===== src/sv/ils_pkg.sv =====
// Shared types and constants for the indexed list store.
`default_nettype none

package ils_pkg;

   localparam int DEPTH_DEF = 64;
   localparam int DATA_W    = 32;
   localparam int OP_W      = 3;
   localparam int POS_W     = 6;
   localparam int LEN_W     = 7;
   localparam int ST_W      = 2;

   typedef enum logic [OP_W-1:0] {
      OP_PUSH_FRONT  = 3'd0,
      OP_POP_FRONT   = 3'd1,
      OP_APPEND      = 3'd2,
      OP_POP_BACK    = 3'd3,
      OP_INSERT_AFTER = 3'd4,
      OP_DELETE_AT   = 3'd5,
      OP_READ_AT     = 3'd6,
      OP_COUNT       = 3'd7
   } req_op_type;

   typedef enum logic [ST_W-1:0] {
      ST_OK     = 2'd0,
      ST_EMPTY  = 2'd1,
      ST_FULL   = 2'd2,
      ST_BADIDX = 2'd3
   } status_type;

   // What every cell of the chain does this cycle.
   typedef enum logic [1:0] {
      CELL_HOLD   = 2'd0,
      CELL_INSERT = 2'd1,
      CELL_REMOVE = 2'd2
   } cell_op_type;

   typedef struct packed {
      cell_op_type cell_op;
      logic        rd_en;
      status_type  status;
   } ctrl_cmd_type;

endpackage

`default_nettype wire


===== src/sv/ils_ctrl.sv =====
// Operation decode and element count for the list chain.
`default_nettype none

module ils_ctrl
   import ils_pkg::*;
#(
   parameter int DEPTH = DEPTH_DEF
) (
   input  wire logic                         clock,
   input  wire logic                         reset,
   input  wire logic                         accept,
   input  wire logic [OP_W-1:0]              req_type,
   input  wire logic [POS_W-1:0]             position,
   output ctrl_cmd_type                      cmd,
   output logic [$clog2(DEPTH)-1:0]          at,
   output logic [$clog2(DEPTH+1)-1:0]        occupancy
);

   localparam int IDX_W = $clog2(DEPTH);
   localparam int CNT_W = $clog2(DEPTH + 1);
   localparam int CMP_W = (CNT_W > POS_W) ? CNT_W : POS_W;

   logic [CNT_W-1:0] occ_ff;
   logic [CNT_W-1:0] occ_in;
   req_op_type       op;
   logic             full;
   logic             empty;
   logic [CMP_W-1:0] pos_x;
   logic [CMP_W-1:0] occ_x;
   logic [CMP_W-1:0] last_x;
   logic [CMP_W-1:0] at_w;
   ctrl_cmd_type     cmd_w;

   always_comb begin
      op     = req_op_type'(req_type);
      full   = (occ_ff == CNT_W'(DEPTH));
      empty  = (occ_ff == '0);
      pos_x  = CMP_W'(position);
      occ_x  = CMP_W'(occ_ff);
      last_x = occ_x - CMP_W'(1);
      at_w   = '0;
      cmd_w.cell_op = CELL_HOLD;
      cmd_w.rd_en   = 1'b0;
      cmd_w.status  = ST_OK;

      unique case (op)
         OP_PUSH_FRONT: begin
            if (full) cmd_w.status = ST_FULL;
            else cmd_w.cell_op = CELL_INSERT;
         end
         OP_POP_FRONT: begin
            if (empty) begin
               cmd_w.status = ST_EMPTY;
            end else begin
               cmd_w.cell_op = CELL_REMOVE;
               cmd_w.rd_en   = 1'b1;
            end
         end
         OP_APPEND: begin
            if (full) begin
               cmd_w.status = ST_FULL;
            end else begin
               cmd_w.cell_op = CELL_INSERT;
               at_w          = occ_x;
            end
         end
         OP_POP_BACK: begin
            if (empty) begin
               cmd_w.status = ST_EMPTY;
            end else begin
               cmd_w.cell_op = CELL_REMOVE;
               cmd_w.rd_en   = 1'b1;
               at_w          = last_x;
            end
         end
         OP_INSERT_AFTER: begin
            if (full) begin
               cmd_w.status = ST_FULL;
            end else begin
               cmd_w.cell_op = CELL_INSERT;
               // clamp to the last element; empty list lands at the front
               if (empty) at_w = '0;
               else if (pos_x < last_x) at_w = CMP_W'(pos_x + CMP_W'(1));
               else at_w = occ_x;
            end
         end
         OP_DELETE_AT: begin
            if (empty) begin
               cmd_w.status = ST_EMPTY;
            end else if (pos_x >= occ_x) begin
               cmd_w.status = ST_BADIDX;
            end else begin
               cmd_w.cell_op = CELL_REMOVE;
               cmd_w.rd_en   = 1'b1;
               at_w          = pos_x;
            end
         end
         OP_READ_AT: begin
            if (empty) begin
               cmd_w.status = ST_EMPTY;
            end else if (pos_x >= occ_x) begin
               cmd_w.status = ST_BADIDX;
            end else begin
               cmd_w.rd_en = 1'b1;
               at_w        = pos_x;
            end
         end
         default: begin
            cmd_w.status = ST_OK;
         end
      endcase

      if (!accept) cmd_w.cell_op = CELL_HOLD;

      occ_in = occ_ff;
      if (cmd_w.cell_op == CELL_INSERT) occ_in = occ_ff + CNT_W'(1);
      else if (cmd_w.cell_op == CELL_REMOVE) occ_in = occ_ff - CNT_W'(1);
   end

   always_ff @(posedge clock) begin
      if (reset) begin
         occ_ff <= '0;
      end else begin
         occ_ff <= occ_in;
      end
   end

   assign cmd       = cmd_w;
   assign at        = IDX_W'(at_w);
   assign occupancy = occ_ff;

endmodule

`default_nettype wire


===== config.mk =====
export PLATFORM = sky130hd
export DESIGN_NAME = ils_ctrl
export DESIGN_NICKNAME = d
export VERILOG_FILES = /design/src/sv/ils_pkg.sv /design/src/sv/ils_ctrl.sv
export SDC_FILE = /design/constraint.sdc
export NUM_CORES = 1
export LEC_CHECK = 0
export BUFFER_PORTS_ARGS = -buffer_cell sky130_fd_sc_hd__buf_2
export CORE_MARGIN = 2
export CORE_UTILIZATION = 40
export DETAILED_ROUTE_END_ITERATION = 10
export GPL_ROUTABILITY_DRIVEN = 0
export HOLD_SLACK_MARGIN = 0.06
export PLACE_DENSITY = 0.6
export SLEW_MARGIN = 5
export SYNTH_ARGS = -nofsm -noshare
export SYNTH_HDL_FRONTEND = slang
export SYNTH_SLANG_ARGS = --single-unit

===== constraint.sdc =====
create_clock -name clock -period 3.65 [get_ports clock]
set_input_delay 0.73 -clock clock [delete_from_list [all_inputs] [get_ports clock]]
set_output_delay 0.73 -clock clock [all_outputs]
set_load 0.005 [all_outputs]

==> metrics.txt <==
status=finished, final reports clean; critical path depth=9; Layout Skew=around 0.0035 ns; Slowest-stage cell, CP=or3b_2; via count=between 1500 and 2000; predominant post-synthesis flop cell=dfxtp_1; global route overflow=0; GR Util All Layers=approximately a fifth; synthesized net count=between 200 and 250; Final Hold Fails=0; Die ar.=3919 µm²; hold path depth=2; CP endpoint kind=output pin; Worst slew margin=a little under three fifths; WP buf/inv=2; worst min-delay path class=flip-flop to flip-flop; Row Count=21; worst vdd ir=0.4806 mV; Min-Delay Endpoint=occupancy[3]; Worst Path Max Fanout=11; dpl hpwl=approximately 3.2 mm; clock slew seen by the registers of the worst setup and hold paths=around 0.050 ns; R2R Setup Slk=0.60 ns; clock buffer depth=2; Least-Margin Pin Slew=roughly 0.63 ns; Final #Nets=252; Cell Chain, Critical Path=inv_1, ha_2, or3b_2, nand2_1, a32oi_1, a221oi_2, o21ai_0, a41o_1, buf_2; largest net degree at the start of global routing=14; RSZ-0062 raised after global routing=no; Avg WL per Cell=15.00 µm; antenna violations before repair=0; routed wire length=between 4 and 5 mm; Sink Count=7; Die W=approximately 63 µm; H-tree depth=1; EDFF count, synth=0; YS warnings=0; Max Slew Vio Count=0; Worst Min Path Start=occupancy[3]; synthesized area per cell=~7 µm²; Clock Latency Late Sink=~0.25 ns; CTS Buf Count=3; Mapped Area=approximately 1400 µm²; Worst EP required=about 2.9 ns; kind of cell adding the most delay to the critical path=compound AO/OA/AOI/OAI gates; number of global-route vias before repair=1479; # fillers=about 360; area of the multi-input gates=1129 µm²; FF-to-FF Start=occupancy[2]; PwrDens=772.7 nW/µm²; Leak=0.7443 nW; n_diodes=0; Max Clk Rate=~290 MHz; first-pass GRT wire length=6.734 mm; vias per cell=5.768; I/O pin count=30; post-synthesis sequential area ratio=roughly a tenth; Initial Util=around 41%; part of the cycle the worst path needs=between 90% and 100%; Netlist cell types=54; DIE HEIGHT=~63 µm; share of cells above drive strength 1=between 20% and 30%; largest stage delay on the critical path=around 0.50 ns; pre-CTS WS=around 0.12 ns; IO Port Bufs=29; Synth Register Bits=7; Largest register FFs=7; Area Overhead vs Synth=19.40%; CP Launch Type=flip-flop; DRT Pass-1 Iters=4; MaxCap Viol Count=0; Crit path arrival time=roughly 2.8 ns; Crit Path Category=flip-flop to output pin; Reg2Reg Depth=13; TritonCTS clock tree=yes; Setup-failing EPs final=0; R2R Path End=occupancy[6]; drt initial violations=74; post-route ant nets=0; Root Buffer=clkbuf_4; clock period minus worst slack=3.495 ns; residual DRC count=0; Seq. cell area=around 140 µm²; placeable core region=about 3300 µm²; post-synthesis instance total=192; Fin Setup TNS=0 ns; final setup margin=between 0.15 and 0.2 ns; FFs w/ async S/R, synth=0%
==> routing by layer <==
metal	up-vias	global-route usage, %	wire (µm)
met1	713	27.11	1840
met4	0	6.944	59
met2	63	36.02	1940
met3	8	1.622	225
li1	779	-	-
met5	-	0	0
==> worst max path at each step <==
stage	start	endpoint
global route	occupancy[0]	at[1]
floorplan	position[4]	occupancy[4]
detailed placement	position[4]	at[1]
CTS	occupancy[0]	at[1]
global placement	position[4]	at[1]
finish	occupancy[0]	at[1]
==> cells by family after synthesis <==
family,count (synthesis),share of synthesized area [%]
AO/OA/AOI/OAI,66,33.43
XOR/XNOR,11,7.013
adder cells (fa/ha/maj),14,12.75
buffers and inverters,26,8.197
flip-flops,7,10.20
multiplexers,2,1.548
AND/OR/NAND/NOR,66,26.87
==> worst reg2reg max path, stage by stage, from the launching register on <==
cell and delay (ns):
dfxtp_1 0.56, inv_1 0.11, ha_1 0.29, nor2_1 0.04, a211oi_1 0.37, buf_4 0.20, o31ai_1 0.07, nand3_1 0.11
ha_1 0.18, buf_4 0.17, nand4_1 0.12, o32a_1 0.32, or3_1 0.31, a21oi_1 0.14
==> report_power, final <==
part           leakage, nW  total, mW  switching, mW  internal [mW]
registers           0.0573      0.136         0.0355          0.101
logic                0.672       1.06          0.590          0.472
clock network       0.0150     0.0692         0.0276         0.0416
==> synthesized netlist by cell type (2+ instances only) <==
library cell  number  area [µm²]
a21oi_1           20       100.1
nor2_1            17       63.81
ha_1              14       175.2
inv_1             14       52.55
nand2_1           13       48.80
o21ai_0           10       50.05
dfxtp_1            7       140.1
xnor2_1            7       61.31
buf_2              6       30.03
nor3_1             6       30.03
clkbuf_1           5       18.77
nand3_1            5       25.02
nand4_1            5       31.28
o21ai_1            5       25.02
xor2_1             4       35.03
a211oi_1           3       22.52
a21o_1             3       22.52
a22oi_1            3       22.52
and3_1             3       18.77
a311oi_1           2       17.52
a32oi_1            2       17.52
nor2b_1            2       12.51
o21a_1             2       15.01
o22ai_1            2       12.51
or3_1              2       12.51
or4_4              2       22.52
==> what timing repair did <==
item / CTS / global route
endpoints found under the hold margin: 0 / 0
setup buffers: 0 / 0
hold buffers: 0 / 0
resized for setup: 0 / 2
endpoints found under the setup margin: 0 / 3
==> cells in the final DEF (no fill, tap or decap), types with 2 or more instances in the layout <==
| master | count |
|---|---|
| ha_1 | 13 |
| nor2_1 | 17 |
| a211oi_1 | 2 |
| dfxtp_1 | 7 |
| xnor2_1 | 7 |
| or3_1 | 2 |
| clkbuf_4 | 3 |
| nand3_1 | 5 |
| xor2_1 | 4 |
| a21o_1 | 3 |
| buf_2 | 29 |
| buf_4 | 12 |
| nor3_1 | 6 |
| a311oi_1 | 2 |
| a22oi_1 | 3 |
| o21ai_0 | 10 |
| o21a_1 | 2 |
| a21oi_1 | 20 |
| a32oi_1 | 2 |
| or4_4 | 2 |
| o22ai_1 | 2 |
| o21ai_1 | 5 |
| and3_1 | 3 |
| nor2b_1 | 2 |
| inv_1 | 14 |
| nand4_1 | 5 |
| nand2_1 | 13 |
==> per-stage QoR <==
stage	instance area, µm²	power [mW]	instances	utilization (%)	hold slack (ns)
2_1_floorplan	1374	0.9020	192	-	0.6018
3_3_place_gp	1607	1.165	267	48.53	0.6120
3_5_place_dp	1607	1.185	267	48.53	0.6266
4_1_cts	1633	1.261	271	49.32	0.6418
5_1_grt	1640	1.394	271	49.55	0.6701
6_report	1640	1.268	271	49.55	0.6377
==> layout make-up <==
type | count | share of cell area, %
flip-flops and latches | 7 | 8.543
well taps | 46 | 3.509
clock buffers | 4 | 1.602
inverters | 14 | 3.204
repair buffers | 41 | 14.34
multi-input cells | 159 | 68.80
Note: power is estimated with default switching activity, not from simulation.
