File: src/sv/ils_pkg.sv
// Shared types and constants for the indexed list store.
`default_nettype none

package ils_pkg;

   localparam int DEPTH_DEF = 64;
   localparam int DATA_W    = 32;
   localparam int OP_W      = 3;
   localparam int POS_W     = 6;
   localparam int LEN_W     = 7;
   localparam int ST_W      = 2;

   typedef enum logic [OP_W-1:0] {
      OP_PUSH_FRONT  = 3'd0,
      OP_POP_FRONT   = 3'd1,
      OP_APPEND      = 3'd2,
      OP_POP_BACK    = 3'd3,
      OP_INSERT_AFTER = 3'd4,
      OP_DELETE_AT   = 3'd5,
      OP_READ_AT     = 3'd6,
      OP_COUNT       = 3'd7
   } req_op_type;

   typedef enum logic [ST_W-1:0] {
      ST_OK     = 2'd0,
      ST_EMPTY  = 2'd1,
      ST_FULL   = 2'd2,
      ST_BADIDX = 2'd3
   } status_type;

   // What every cell of the chain does this cycle.
   typedef enum logic [1:0] {
      CELL_HOLD   = 2'd0,
      CELL_INSERT = 2'd1,
      CELL_REMOVE = 2'd2
   } cell_op_type;

   typedef struct packed {
      cell_op_type cell_op;
      logic        rd_en;
      status_type  status;
   } ctrl_cmd_type;

endpackage

`default_nettype wire

File: src/sv/ils_cell.sv
// One storage cell of the list chain.
`default_nettype none

module ils_cell
   import ils_pkg::*;
#(
   parameter int IDX_W = 6,
   parameter int INDEX = 0
) (
   input  wire logic              clock,
   input  wire cell_op_type       cell_op,
   input  wire logic [IDX_W-1:0]  at,
   input  wire logic [DATA_W-1:0] new_value,
   input  wire logic [DATA_W-1:0] left_in,
   input  wire logic [DATA_W-1:0] right_in,
   output logic      [DATA_W-1:0] value_out,
   output logic      [DATA_W-1:0] read_out
);

   localparam logic [IDX_W-1:0] MY_IDX = IDX_W'(INDEX);

   logic [DATA_W-1:0] value_ff;
   logic [DATA_W-1:0] value_in;

   always_comb begin
      value_in = value_ff;
      unique case (cell_op)
         CELL_INSERT: begin
            if (MY_IDX > at) begin
               value_in = left_in;
            end else if (MY_IDX == at) begin
               value_in = new_value;
            end
         end
         CELL_REMOVE: begin
            if (MY_IDX >= at) begin
               value_in = right_in;
            end
         end
         default: begin
            value_in = value_ff;
         end
      endcase
   end

   always_ff @(posedge clock) begin
      value_ff <= value_in;
   end

   assign value_out = value_ff;
   // gated tap for the OR-combine read path
   assign read_out  = (MY_IDX == at) ? value_ff : '0;

endmodule

`default_nettype wire

File: config.mk
export PLATFORM = sky130hd
export DESIGN_NAME = ils_cell
export DESIGN_NICKNAME = d
export VERILOG_FILES = /design/src/sv/ils_pkg.sv /design/src/sv/ils_cell.sv
export SDC_FILE = /design/constraint.sdc
export NUM_CORES = 1
export LEC_CHECK = 0
export ABC_AREA = 0
export BUFFER_PORTS_ARGS = -buffer_cell sky130_fd_sc_hd__buf_2
export CAP_MARGIN = 20
export CORE_ASPECT_RATIO = 0.8
export CORE_MARGIN = 4
export CORE_UTILIZATION = 37
export CTS_BUF_LIST = sky130_fd_sc_hd__clkbuf_8
export CTS_CLUSTER_DIAMETER = 80
export DETAILED_ROUTE_END_ITERATION = 8
export PLACE_DENSITY = 0.87
export REMOVE_ABC_BUFFERS = 1
export SYNTH_ARGS = -nofsm -noshare
export SYNTH_HDL_FRONTEND = slang
export SYNTH_SLANG_ARGS = --single-unit
File: constraint.sdc
create_clock -name clock -period 2.55 [get_ports clock]
set_clock_uncertainty 0.05 [all_clocks]
set_input_delay 0.3825 -clock clock [delete_from_list [all_inputs] [get_ports clock]]
set_output_delay 0.3825 -clock clock [all_outputs]
set_load 0.03 [all_outputs]
==> impl_summary.txt, run 1 <==
----------------------------------------------------
[Timing]
  Count of pins over their slew limit ... 0
  Worst path setup slack after routing ... 647 ps
  Headroom to the max-slew limit ... 0.628
  Share of the clock period used by the worst path after layout ... 0.746
  Setup Viol. Count Final ... 0
  Total count of hold-check failures in the final report ... 0
  Slew at the pin closest to its max-slew limit ... 557 ps
  Fin Setup TNS ... 0 ps
  Unrepaired setup endpoints after global routing ... false
  Final critical delay including setup and external delays ... 1900 ps
  Timing-limited maximum frequency ... 525 MHz

[Floorplanning]
  Number of placement rows ... 21
  I/O pins ... 169
  Area of the core ... 4280 um2
  Die W ... 83.5 um
  Starting utilization of the core area ... 0.394
  Die height ... 68.4 um
  Area of the die ... 5710 um2

[Logic synthesis]
  Post-synth top area share ... 0.569
  Cells after synthesis ... 111
  Post-Synth XOR/XNOR Area ... 0.00519
  Biggest area contributors in the synthesized netlist ... edfxtp_1 57%, mux2_2 17%, and3_1 11%, mux2_4 6.2%, buf_6 4.7%
  Syn_area_per_cell ... 15.2 um2
  Leading area contributor after synthesis ... edfxtp_1
  Post-synthesis instance area ... 1690 um2
  Sequential share of the synthesized area ... 0.569
  Adder and majority gate portion of the synthesized area ... 0
  Cell variety after synth ... 11
  Post-synthesis mux area share ... 0.229
  Area fraction in compound gates after synthesis ... 0
  Synthesis-stage register bit count ... 32
  Number of warning messages in the yosys log ... 0
  Post-synthesis share of cell area spent on and, or, nand and nor gates ... 0.143
  Combinational family with the most area after synthesis ... multiplexers

[Final layout]
  Leading cell type in the layout, fill and taps excluded ... buf_2
  Non-filler cells in the finished layout ... 305
  # fillers ... 361
  Max reg flops ... 32
  Number of nets in the layout ... 353
  Most used cells in the layout excluding fill and tap cells ... 136 x buf_2, 32 x edfxtp_1, 30 x and3_1
  Multi-input logic area ... 644 um2
  Register area ... 961 um2
  Post-synthesis to final-layout area growth ... 46.8%
  Antenna fix cells ... 0
  Fraction of layout instances using a drive strength above 1 ... 0.738

[Global route]
  Via count of the first global-routing pass ... 1,388
  GRT Residual Overflow ... 0
  Number of antenna violations at the first check in global routing ... 0
  Global-route met2 utilization ... 0.326
  Maximum number of pins on one net before global-route repair ... 34
  Global-route track usage on met3 ... 0.0674
  Most congested layer reported by global routing ... met2
  Global-route wire length before repair ... 7.16 mm
  Met1 global-route usage ... 0.166
  All-Layer GR Usage ... 0.162

[Detailed routing]
  Detailed-router iteration count before antenna repair ... 4
  Post-DR vias/cell ... 4.75
  Total length of routed wires ... 4.86 mm
  Remaining number of nets flagged by the antenna check after routing ... 0
  Total number of vias ... 1,449
  Per-cell routed wire length ... 15.9 um
  Initial detailed-routing violation count ... 45
  DRC violations left ... 0

[Setup path]
  Maximum fanout along the worst path ... 33
  Arrival time at the worst endpoint ... 1470 ps
  Startpoint type of the worst setup path ... primary input
  Endpoint type of the worst setup path ... output pin
  Category of the critical setup timing path ... in -> out
  CP required ... 2120 ps

[CTS]
  Clock tree from TritonCTS ... done
  Num Clock Sinks ... 32
  Root buf cell ... clkbuf_8
  Post_cts resized ... 0
  Clock-pin slew reported for the worst setup and hold paths after clock tree synthesis ... 60 ps
  Number of buffers inserted to repair setup after CTS ... 0
  Largest buffer count on any clock path ... 2
  Number of CTS-inserted buffers ... 5
  H-tree depth ... 2
  Hold buffer count at CTS ... 0

[Power and ir drop]
  Total power density per cell area ... 440 nW/um2
  Post-layout power ... 1090 uW
  Leak ... 0.00130 uW
  Max rail drop VDD ... 0.221 mV

[Placed design]
  Placed instance count ... 298
  Routability-driven placement congestion ratio ... 0.820
  Worst slack, placed ... 533 ps
  Port bufs ... 136

[Worst hold path]
  Hold crit path type ... in -> reg
  WHS Path Cells ... 2

[Run status]
  Outcome ... complete, no violations

[Flow run]
  MaxCap Viol Count ... 0

----------------------------------------------------
cell type report:
| class | instances | share of cell area |
|---|---|---|
| Clock buffer | 5 | 0.0278 |
| Clock inverter | 2 | 0.00354 |
| Multi-Input combinational cell | 69 | 0.260 |
| Sequential cell | 32 | 0.388 |
| Tap cell | 57 | 0.0288 |
| Timing Repair Buffer | 140 | 0.292 |
per-stage QoR:
| step | hold WS [ps] | utilization | cell area, um2 |
|---|---|---|---|
| floorplan | 550 | - | 1600 |
| global placement | 633 | 0.560 | 2400 |
| detailed placement | 638 | 0.560 | 2400 |
| CTS | 355 | 0.578 | 2480 |
| global route | 353 | 0.578 | 2480 |
| finish | 367 | 0.578 | 2480 |
cell families (layout without fill, tap and decap cells):
kind of cell	Yosys count	count (layout)
XOR/XNOR	1	1
AND/OR/NAND/NOR	36	36
multiplexers	32	32
flip-flops	32	32
buffers and inverters	10	147
critical path, stage by stage:
cell,delay (ps)
buf_2,110
nor4_4,250
buf_4,310
and3_2,220
buf_2,190
Yosys cell counts:
library cell	number
clkbuf_1	3
buf_6	7
nor4_4	1
nor2_1	1
and3_1	30
xor2_1	1
and3_2	3
nor2b_1	1
mux2_4	7
mux2_2	25
edfxtp_1	32
report_power, final:
part / internal, uW / switching [uW] / leakage (uW)
Combinational: 91.9 / 67.2 / 0.000970
Sequential: 587 / 1.56 / 0.000288
Clock: 181 / 162 / 0.0000452
Total: 860 / 230 / 0.00130
worst paths after layout:
path                  slack, ps          from       endpoint
worst min-delay path        370  right_in[14]  value_out[14]
worst max-delay path        650         at[3]   read_out[31]
metal layers:
metal / part of all wire / wire length (um)
met3: 0.088 / 426
met2: 0.55 / 2680
met1: 0.36 / 1740
met5: 0 / 0
met4: 0.0016 / 8
Power figures use the tool's default switching activity.
==> inputs of run 2 (changes only) <==
--- a/config.mk
+++ b/config.mk
@@ -10,11 +10,11 @@
 export CAP_MARGIN = 20
 export CORE_ASPECT_RATIO = 0.8
 export CORE_MARGIN = 4
-export CORE_UTILIZATION = 37
+export CORE_UTILIZATION = 33
 export CTS_BUF_LIST = sky130_fd_sc_hd__clkbuf_8
 export CTS_CLUSTER_DIAMETER = 80
 export DETAILED_ROUTE_END_ITERATION = 8
-export PLACE_DENSITY = 0.87
+export PLACE_DENSITY = 0.82
 export REMOVE_ABC_BUFFERS = 1
 export SYNTH_ARGS = -nofsm -noshare
 export SYNTH_HDL_FRONTEND = slang
==> constraint.sdc (replaced) <==
create_clock -name clock -period 1.6 [get_ports clock]
set_clock_uncertainty 0.05 [all_clocks]
set_input_delay 0.24 -clock clock [delete_from_list [all_inputs] [get_ports clock]]
set_output_delay 0.24 -clock clock [all_outputs]
set_load 0.03 [all_outputs]
==> run 2 against run 1 <==
  * Sequential power is 59% higher
  * Setup slack worse by 600 ps
  * Flip-flop and latch count stayed put
  * Combinational power is 64% higher
  * Global-route usage is 2.3 points lower
  * Via count is 0.48% lower
  * Power is 78% higher
  * Hold slack worse by 160 ps
  * Sequential share of layout area is 1.4 points lower
  * First-iteration DRC count is 40% lower
  * Count of clock-buffer cells in the layout stayed put
  * Largest power group unchanged
==> impl_summary.txt, run 2 (synthesis results as in run 1) <==
----------------------------------------------------
[Setup path]
  Worst setup path startpoint ... at[3]
  Critical path cell sequence ... buf_2 -> nor4_4 -> buf_4 -> and3_2 -> buf_2
  Maximum fanout along the worst path ... 14
  Cell with the largest stage delay on the worst path ... nor4_4
  Crit path top cell by count ... buf_2
  Family with the most delay on the worst path ... buffers and inverters
  Endpoint type of the worst setup path ... output pin
  CP required ... 1310 ps
  Category of the critical setup timing path ... in -> out
  Arrival time at the worst endpoint ... 1270 ps
  Critical path's largest stage delay ... 310 ps
  Number of buffer and inverter instances along the worst setup path ... 3
  Startpoint type of the worst setup path ... primary input

[CTS]
  Largest buffer count on any clock path ... 2
  Number of CTS-inserted buffers ... 5
  Root buf cell ... clkbuf_8
  H-tree depth ... 2
  Clock-pin slew reported for the worst setup and hold paths after clock tree synthesis ... 70 ps
  Num Clock Sinks ... 32
  Clock tree from TritonCTS ... done
  Number of buffers inserted to repair setup after CTS ... 0

[Power and ir drop]
  Total power density per cell area ... 753 nW/um2
  Total internal power ... 1550 uW
  Net switching power ... 391 uW
  Clk network pwr share ... 0.382
  Max rail drop VDD ... 0.503 mV
  Leak ... 0.00135 uW
  Switching part of the total ... 0.202
  Combinational Power Share ... 0.134
  Sequential cell fraction of total power ... 0.484

[Detailed routing]
  Total number of vias ... 1,442
  Remaining number of nets flagged by the antenna check after routing ... 0
  Per-cell routed wire length ... 14.3 um
  Post-DR vias/cell ... 4.61
  Total length of routed wires ... 4.48 mm
  Detailed-router iteration count before antenna repair ... 4
  DRC violations left ... 0
  Initial detailed-routing violation count ... 27

[Floorplanning]
  Area of the core ... 4760 um2
  Number of placement rows ... 22
  Starting utilization of the core area ... 0.354
  Die W ... 88.0 um
  Die height ... 72.0 um
  Area of the die ... 6330 um2
  I/O pins ... 169

[Final layout]
  Fraction of layout instances using a drive strength above 1 ... 0.747
  Number of nets in the layout ... 357
  Antenna fix cells ... 0
  # fillers ... 403
  Leading cell type in the layout, fill and taps excluded ... buf_2
  Multi-input logic area ... 647 um2
  Post-route standard cell area excluding fillers ... 2570 um2
  Post-synthesis to final-layout area growth ... 52.4%
  Non-filler cells in the finished layout ... 313
  Register area ... 961 um2
  Most used cells in the layout excluding fill and tap cells ... 136 x buf_2, 32 x edfxtp_1, 30 x and3_1
  Max reg flops ... 32

[Worst hold path]
  Terminating pin of the worst hold path ... value_out[29]
  WHS Path Cells ... 2
  Hold crit path type ... in -> reg
  Min-delay src ... right_in[29]

[Global route]
  Via count of the first global-routing pass ... 1,474
  Maximum number of pins on one net before global-route repair ... 30
  Global-route wire length before repair ... 6.67 mm
  All-Layer GR Usage ... 0.139
  GRT Residual Overflow ... 0
  Number of antenna violations at the first check in global routing ... 0

[Placed design]
  Port bufs ... 136
  Placed inst area ... 2460 um2
  Dpl hpwl ... 3.59 mm
  Routability-driven placement congestion ratio ... 0.696
  Placed instance count ... 305

[Timing]
  Share of the clock period used by the worst path after layout ... 0.973
  Timing-limited maximum frequency ... 642 MHz
  Total count of hold-check failures in the final report ... 0
  Final critical delay including setup and external delays ... 1560 ps
  Headroom to the max-slew limit ... 0.833
  Fin Setup TNS ... 0 ps
  Setup Viol. Count Final ... 0
  Slew at the pin closest to its max-slew limit ... 248 ps
  Count of pins over their slew limit ... 0
  Unrepaired setup endpoints after global routing ... true

[Run status]
  Outcome ... complete, no violations

[Flow run]
  MaxCap Viol Count ... 0

----------------------------------------------------
[run 2: stage by stage]
stage                     hold slack (ps)   util  worst slack (ps)  total power (uW)
final                                 210  0.540              42.6              1940
after global placement                491  0.517             -71.5              1210
after detailed placement              494  0.517              -105              1220
after floorplan                       408      -             -1010              1080
after CTS                             202  0.539              25.2              1960
after global routing                  194  0.540             -16.2              2030
[run 2: layout make-up]
class,count,area share
Clock buffer,5,0.0268
Clock inverter,3,0.0151
Multi-Input combinational cell,69,0.251
Sequential cell,32,0.374
Tap cell,60,0.0292
Timing Repair Buffer,144,0.304
[run 2: power groups by stage]
stage	Clock (uW)	Sequential, uW	Combinational (uW)
2_1_floorplan	0	968	114
3_3_place_gp	0	956	256
3_5_place_dp	0	956	262
4_1_cts	763	938	263
5_1_grt	811	937	286
6_report	740	938	260
[run 2: worst max path at each step]
stage | end | slack, ps | cells past startpoint
after floorplan | value_out[0] | -1010 | 2
after global placement | value_out[3] | -70 | 5
after detailed placement | value_out[13] | -100 | 5
after CTS | read_out[13] | 30 | 5
after global routing | read_out[31] | -20 | 5
final | read_out[31] | 40 | 5
[run 2: what timing repair did]
action,in CTS,in global routing
resized for setup,0,1
setup endpoints to repair,0,12
hold endpoints to repair,0,0
hold buffers,0,0
[run 2: per-layer routing]
layer / up-vias / global-route usage / share of wire
met4: 0 / 0.0358 / 0.0065
li1: 708 / - / -
met5: - / 0 / 0
met3: 2 / 0.0715 / 0.14
met1: 644 / 0.144 / 0.36
met2: 88 / 0.247 / 0.49
